[src/lsz_pkg.sv]
// Shared constants, types and helper functions for the zero-crossing edge marker.
`timescale 1ns / 1ps
`default_nettype none
package lsz_pkg;

  localparam int unsigned MAX_WIDTH   = 1024;
  localparam int unsigned MAX_HEIGHT  = 1024;
  localparam int unsigned SAMPLE_BITS = 16;

  localparam int unsigned ADDR_W  = $clog2(MAX_WIDTH);
  localparam int unsigned ROW_W   = $clog2(MAX_HEIGHT);
  localparam int unsigned DIM_W   = 11;
  localparam int unsigned POS_W   = 10;
  localparam int unsigned EDGE_W  = 8;
  localparam int unsigned MEM_W   = 2 * SAMPLE_BITS;
  localparam int unsigned REG_IDX_W = 1;

  localparam logic [REG_IDX_W-1:0] REG_WIDTH  = 1'b0;
  localparam logic [REG_IDX_W-1:0] REG_HEIGHT = 1'b1;

  localparam logic [DIM_W-1:0] DIM_MIN = DIM_W'(3);
  localparam logic [DIM_W-1:0] DIM_MAX_W = DIM_W'(MAX_WIDTH);
  localparam logic [DIM_W-1:0] DIM_MAX_H = DIM_W'(MAX_HEIGHT);

  localparam logic [EDGE_W-1:0] EDGE_ON  = EDGE_W'(255);
  localparam logic [EDGE_W-1:0] EDGE_OFF = EDGE_W'(0);

  typedef logic signed [SAMPLE_BITS-1:0] sample_t;

  // one word in flight between the fetch and the compare stage
  typedef struct packed {
    logic signed [SAMPLE_BITS-1:0] sample;
    logic [ADDR_W-1:0]             addr;
    logic [POS_W-1:0]              row;
    logic [POS_W-1:0]              col;
    logic                          emit;
  } lsz_item_t;

  function automatic logic [DIM_W-1:0] lsz_clamp(input logic [DIM_W-1:0] v,
                                                 input logic [DIM_W-1:0] hi);
    logic [DIM_W-1:0] r;
    if (v < DIM_MIN) r = DIM_MIN;
    else if (v > hi) r = hi;
    else r = v;
    return r;
  endfunction

  function automatic logic [SAMPLE_BITS:0] lsz_mag(input logic [SAMPLE_BITS-1:0] v);
    logic [SAMPLE_BITS:0] ext;
    ext = {v[SAMPLE_BITS-1], v};
    return v[SAMPLE_BITS-1] ? (~ext + (SAMPLE_BITS+1)'(1)) : ext;
  endfunction

endpackage
`default_nettype wire

[src/lsz_edge_core.sv]
// 3x3 window shift register and zero-crossing classifier.
`timescale 1ns / 1ps
`default_nettype none
module lsz_edge_core (
  input  wire logic                       clk_i,
  input  wire logic                       rst_ni,
  input  wire logic                       shift_i,
  input  wire lsz_pkg::lsz_item_t         item_i,
  input  wire logic [lsz_pkg::MEM_W-1:0]  rd_data_i,
  output logic                            edge_o
);

  localparam int unsigned SB = lsz_pkg::SAMPLE_BITS;

  lsz_pkg::sample_t win_q [6];
  lsz_pkg::sample_t top, mid, bot, ctr;
  lsz_pkg::sample_t nb [8];
  logic [SB:0]      ctr_mag;
  logic             ctr_pos;
  logic             hit;

  assign top = rd_data_i[lsz_pkg::MEM_W-1:SB];
  assign mid = rd_data_i[SB-1:0];
  assign bot = item_i.sample;
  assign ctr = win_q[4];

  assign nb[0] = win_q[0];
  assign nb[1] = win_q[3];
  assign nb[2] = top;
  assign nb[3] = win_q[1];
  assign nb[4] = mid;
  assign nb[5] = win_q[2];
  assign nb[6] = win_q[5];
  assign nb[7] = bot;

  assign ctr_mag = lsz_pkg::lsz_mag(ctr);
  assign ctr_pos = !ctr[SB-1] && (ctr != '0);

  always_comb begin
    hit = 1'b0;
    for (int k = 0; k < 8; k++) begin
      if (ctr == '0) begin
        if (nb[k] != '0) hit = 1'b1;
      end else if ((ctr_mag < lsz_pkg::lsz_mag(nb[k])) &&
                   (ctr_pos != (!nb[k][SB-1] && (nb[k] != '0)))) begin
        hit = 1'b1;
      end
    end
  end

  assign edge_o = hit;

  always_ff @(posedge clk_i or negedge rst_ni) begin
    if (!rst_ni) begin
      for (int i = 0; i < 6; i++) win_q[i] <= '0;
    end else if (shift_i) begin
      win_q[0] <= win_q[3];
      win_q[1] <= win_q[4];
      win_q[2] <= win_q[5];
      win_q[3] <= top;
      win_q[4] <= mid;
      win_q[5] <= bot;
    end
  end

endmodule
`default_nettype wire
[config.mk]
export PLATFORM = sky130hd
export DESIGN_NAME = lsz_edge_core
export DESIGN_NICKNAME = d
export VERILOG_FILES = /design/src/lsz_pkg.sv /design/src/lsz_edge_core.sv
export SDC_FILE = /design/constraint.sdc
export NUM_CORES = 1
export LEC_CHECK = 0
export BUFFER_PORTS_ARGS = -buffer_cell sky130_fd_sc_hd__buf_2
export CAP_MARGIN = 0
export CORE_MARGIN = 5
export CORE_UTILIZATION = 50
export DETAILED_ROUTE_END_ITERATION = 6
export PLACE_DENSITY = 0.69
export SYNTH_ARGS = -nofsm -noshare
export SYNTH_HDL_FRONTEND = slang
export SYNTH_SLANG_ARGS = --single-unit
[constraint.sdc]
create_clock -name clk_i -period 4.5 [get_ports clk_i]
set_input_delay 0.225 -clock clk_i [delete_from_list [all_inputs] [get_ports clk_i]]
set_output_delay 0.225 -clock clk_i [all_outputs]
set_load 0.1 [all_outputs]
Yosys cells after proc, flatten, opt, wreduce, memory -nomap -nowiden:

Cells that the tools add are included.

* input port bits: 82
* word-level logic and storage cells: 109
* bits in registers: 96

* multiplexer cells: 33
* equality and inequality tests: 8
* $lt $le $gt $ge: 8
* reductions and logical operators: 36
* add/subtract/negate cells: 9
* bitwise operators: 9

Operators by type and width (count)
* adder 17 x 1 -> 17 bit (second input constant): 9
* two-way mux 17 bit: 9
* inverter 17 bit: 9
* nonzero test 16 bit: 9
* less-than comparator 17 bit: 8
* two-way mux 1 bit: 24
* logical AND 1 bit: 17
* logical NOT 16 bit: 1
* logical NOT 1 bit: 9
* inequality test 1 bit: 8

Longest topological paths before layout:

* depth in word-level cells: 21
* depth in mapped cells: 17
* mapped depth without buffers: 17

Worst setup path after synthesis:

No wires, ideal clock.

* path kind: register to output
* from: reg win_q (netlist bit ctr[0])
* to: out edge_o
* arrival time: 5.290 ns
* stages on the path, launching flop included: 18
* path buffers: 0
* path slack: -1.015 ns
* cells stage by stage: dfrtp_1 > inv_2 > nand2_1 > or4_1 > or2_1 > or3_1 > o31ai_1 > xnor2_1 > ha_1 > a21o_1 > a21o_1 > a21o_1 > a221o_1 > nor3_1 > a21oi_1 > a22oi_1 > o21ai_1 > a21oi_1

* longest elaborated chain between the ends: 21
* elaborated cells on any way between the ends: 53
* those cells by class: 1 x add/sub; 8 x order compare; 8 x eq/ne; 24 x mux; 1 x bitwise; 11 x reduce/logical

Ends and longest elaborated chain
* from (decl): line lsz_edge_core.sv:15 `lsz_pkg::sample_t win_q [6];`
* inverter 17 bit: line lsz_pkg.sv:51 `return v[SAMPLE_BITS-1] ? (~ext + (SAMPLE_BITS+1)'(1)) : ext;`
* adder 17 x 1 -> 17 bit: line lsz_pkg.sv:51
* two-way mux 17 bit: line lsz_pkg.sv:51
* less-than comparator 17 bit: line lsz_edge_core.sv:44 `end else if ((ctr_mag < lsz_pkg::lsz_mag(nb[k])) &&`
* logical AND 1 bit: line lsz_edge_core.sv:44
* two-way mux 1 bit: line lsz_edge_core.sv:44
* two-way mux 1 bit: line lsz_edge_core.sv:42 `if (ctr == '0) begin`
* two-way mux 1 bit (on tied branches): line lsz_edge_core.sv:44, lsz_edge_core.sv:43
* (+5 left out)
* two-way mux 1 bit (on tied branches): line lsz_edge_core.sv:44, lsz_edge_core.sv:43
* two-way mux 1 bit: line lsz_edge_core.sv:42
* two-way mux 1 bit (on tied branches): line lsz_edge_core.sv:44, lsz_edge_core.sv:43
* two-way mux 1 bit: line lsz_edge_core.sv:42
* two-way mux 1 bit (on tied branches): line lsz_edge_core.sv:44, lsz_edge_core.sv:43
* two-way mux 1 bit: line lsz_edge_core.sv:42
* two-way mux 1 bit (on tied branches): line lsz_edge_core.sv:44, lsz_edge_core.sv:43
* two-way mux 1 bit (*): line lsz_edge_core.sv:42
* to (decl): line lsz_edge_core.sv:10 `output logic edge_o`

Mark *: on every way between the ends. The rest lies on a longest branch, timed or not.

Final worst setup path:

Ends and elaborated chain as after synthesis.

==> results.md <==
- Max Cap Viol: 0
- CTS H-tree depth: 3
- Port Buffers: 51
- Core area: 18000 sq um
- Distinct cells, synth: 62
- Number of top-level pins: 83
- Worst clock skew: 0.00680 ns
- Worst path required time: 4.28 ns
- Met2 routed WL: 11000 microns
- First-pass GRT wire length: 39900 microns
- Met1 WL: 11300 microns
- WHS Path Cells: 3
- DRT antenna net count: 0
- Clock Tree Root: clkbuf_16
- Number of synthesized flops with an enable pin: 0
- Setup WS post-layout: -0.166 ns
- DRT Wirelength: 24300 microns
- R2R Path End: nb[47]
- GRT overflow: 0
- Ys async rst share: 100%
- Top cell type's share of synthesized area: 26.3%
- Tmin final: 4.67 ns
- Slew of the pin with the lowest slew margin: 1.08 ns
- Initial antenna violation count: 0
- Period utilization: 104%
- Synth Register Bits: 96
- Worst-path fanout max: 5
- Hold Startpoint: item_i[31]
- Final Hold Fails: 0
- Reg2Reg Depth: 2
- Failing checks: negative setup slack
- Clock latency on the worst-skew pair: 0.36 ns
- Antenna diodes: 0
- Worst EP arrival: 4.44 ns
- P_leak: 4.69 nW
- Post-Syn Area: 9140 sq um
- CTS Buffer Depth: 2
- TritonCTS clock tree: yes
- Chip width: 145 microns
- Site Rows: 49
- Detailed Routing Iterations Pass 1: 5
- Final net count: 1270
- CTS buffer count: 9
- Power Density: 346 nW/um^2
- DR WL/cell: 18.8 microns
- Die ar.: 21100 sq um
- Setup-failing EPs final: 1
- Area growth, synth to finish: 14.2%
- Worst VDD drop: 0.211 mV
- Post-DP HPWL: 18500 microns
- Number of vias per cell: 5.93
- Register-to-register setup slack: 3.28 ns
- Seq/Total Area, Yosys: 26.3%
- Main synth FF type: dfrtp_1
- Vias: 7660
- Post-synth top area cell: dfrtp_1
- Share of cells above drive strength 1: 21.9%
- Largest net degree at the start of global routing: 87
- Achievable Freq: 214 MHz
- Top sig layer: met4
- CP Capture Type: output pin
- Outcome: finished, violations left
- Initial drt markers: 487
- Critical Path Source Type: flop
- Worst Hold End: nb[16]
- Reg-to-Reg Start: nb[47]
- RSZ-0062 raised after global routing: yes
- Most frequent cell after synthesis: ha_1
- Crit path kind: reg -> out
- GRT Util Overall: 23.1%
- Worst-path clk slew: 0.07 ns
- Max_slew headroom: 27.9%
- Die height: 145 microns
- Syn_area_per_cell: 9.43 sq um
- DRC viols: 0
- Vias in the first global route: 7557
- Fin. max-slew vios: 0
- Gpl congestion: 0.889
- YS warnings: 0
- Setup TNS: -0.166 ns
- Initial Util: 50.9%
- DR WL met3: 1180 microns
- Hold_ws: 0.113 ns
- Synth top area cells: dfrtp_1 26%, ha_1 18%, mux2_2 10%
- Sink Count: 96
- Synth top cells by count: 131 x ha_1, 96 x dfrtp_1, 93 x xor2_1
- Worst Hold Class: in -> reg
- Cells after synthesis: 969
stage by stage:
step	total power, mW	util [%]	std cells	cell area, sq um	worst slack, ns
6_report	3.61	58.1	1291	10400	-0.166
3_5_place_dp	2.72	55.5	1270	9980	0.0796
4_1_cts	3.62	58.0	1291	10400	-0.157
3_3_place_gp	2.65	55.5	1270	9980	0.134
5_1_grt	3.91	58.1	1291	10400	-0.345
2_1_floorplan	2.21	-	983	9230	0.0168
layout by cell type (no fill, tap or decap), types with 7 or more instances in the layout:
| master | n |
|---|---|
| or2_2 | 8 |
| xnor2_1 | 25 |
| o21ai_0 | 57 |
| mux2i_1 | 8 |
| mux2_2 | 82 |
| buf_2 | 48 |
| nand2_1 | 87 |
| or3_1 | 10 |
| ha_1 | 130 |
| a21o_1 | 28 |
| buf_4 | 42 |
| nor3_1 | 19 |
| nand3_1 | 18 |
| nand2b_1 | 7 |
| dfrtp_1 | 94 |
| nor2b_1 | 10 |
| nand4_1 | 12 |
| inv_1 | 22 |
| xor2_1 | 93 |
| conb_1 | 16 |
| nor2_1 | 33 |
| a21oi_1 | 39 |
| o41ai_1 | 15 |
| o31ai_1 | 29 |
| clkbuf_16 | 9 |
| or4_1 | 13 |
registers in the layout, indices dropped and copies added (netlist names):
register / count
nb: 80
ctr: 16
layout make-up:
cell class / instances / area (sq um)
tap: 229 / 287
fill: 1597 / 7530
inverter: 25 / 93.8
timing repair buffer: 94 / 617
clock inverter: 5 / 80.1
multi-input combinational: 831 / 6710
sequential: 96 / 2400
clock buffer: 11 / 243
per-layer routing:
metal	GRT usage, %	vias to the layer above
li1	-	3771
met1	31.6	3669
met2	36.3	170
met3	4.27	50
met4	9.10	0
met5	0	-
worst max path at each step:
| stage | cells after the start | slack [ns] | endpoint | startpoint |
|---|---|---|---|---|
| CTS | 18 | -0.16 | edge_o | ctr[0] |
| floorplan | 16 | 0.02 | edge_o | ctr[0] |
| global placement | 18 | 0.13 | edge_o | ctr[1] |
| detailed placement | 18 | 0.08 | edge_o | ctr[1] |
| global route | 18 | -0.34 | edge_o | ctr[0] |
| finish | 19 | -0.17 | edge_o | ctr[0] |
critical path: stages (launching register included):
cell	delay, ns
dfrtp_2	0.41
inv_2	0.08
ha_1	0.15
or3b_4	0.39
nand2b_4	0.16
or3_4	0.35
o41ai_4	0.35
xnor2_2	0.15
buf_6	0.16
buf_4	0.14
ha_1	0.30
a21o_1	0.18
a21o_1	0.17
a211oi_2	0.23
o31ai_2	0.12
o2111ai_1	0.13
nor3_1	0.09
buf_4	0.15
a21oi_4	0.18
buf_12	0.20
cell families after synthesis:
| kind of cell | synth area share (%) |
|---|---|
| DFF | 26.3 |
| and+or+nand+nor | 14.3 |
| muxes | 11.0 |
| xor gates and xnor gates | 11.7 |
| AOI/OAI and AO/OA | 16.0 |
| other | 0.0822 |
| buffers and inverters | 2.31 |
| adders and majority gates | 18.4 |
power breakdown:
part / leakage [nW] / switching (mW) / internal [mW] / total (mW)
logic: 3.41 / 0.866 / 0.749 / 1.62
registers: 1.13 / 0.166 / 0.967 / 1.13
clock network: 0.152 / 0.361 / 0.502 / 0.863
total: 4.69 / 1.39 / 2.22 / 3.61
repair_timing:
item | in CTS | in global routing
buffers inserted | 4 | 0
endpoints found under the setup margin | 1 | 1
pin swaps | 7 | 0
endpoints found under the hold margin | 38 | 0
gates resized for setup | 15 | 4
hold buffers | 1 | 0
Power figures use the tool's default switching activity.
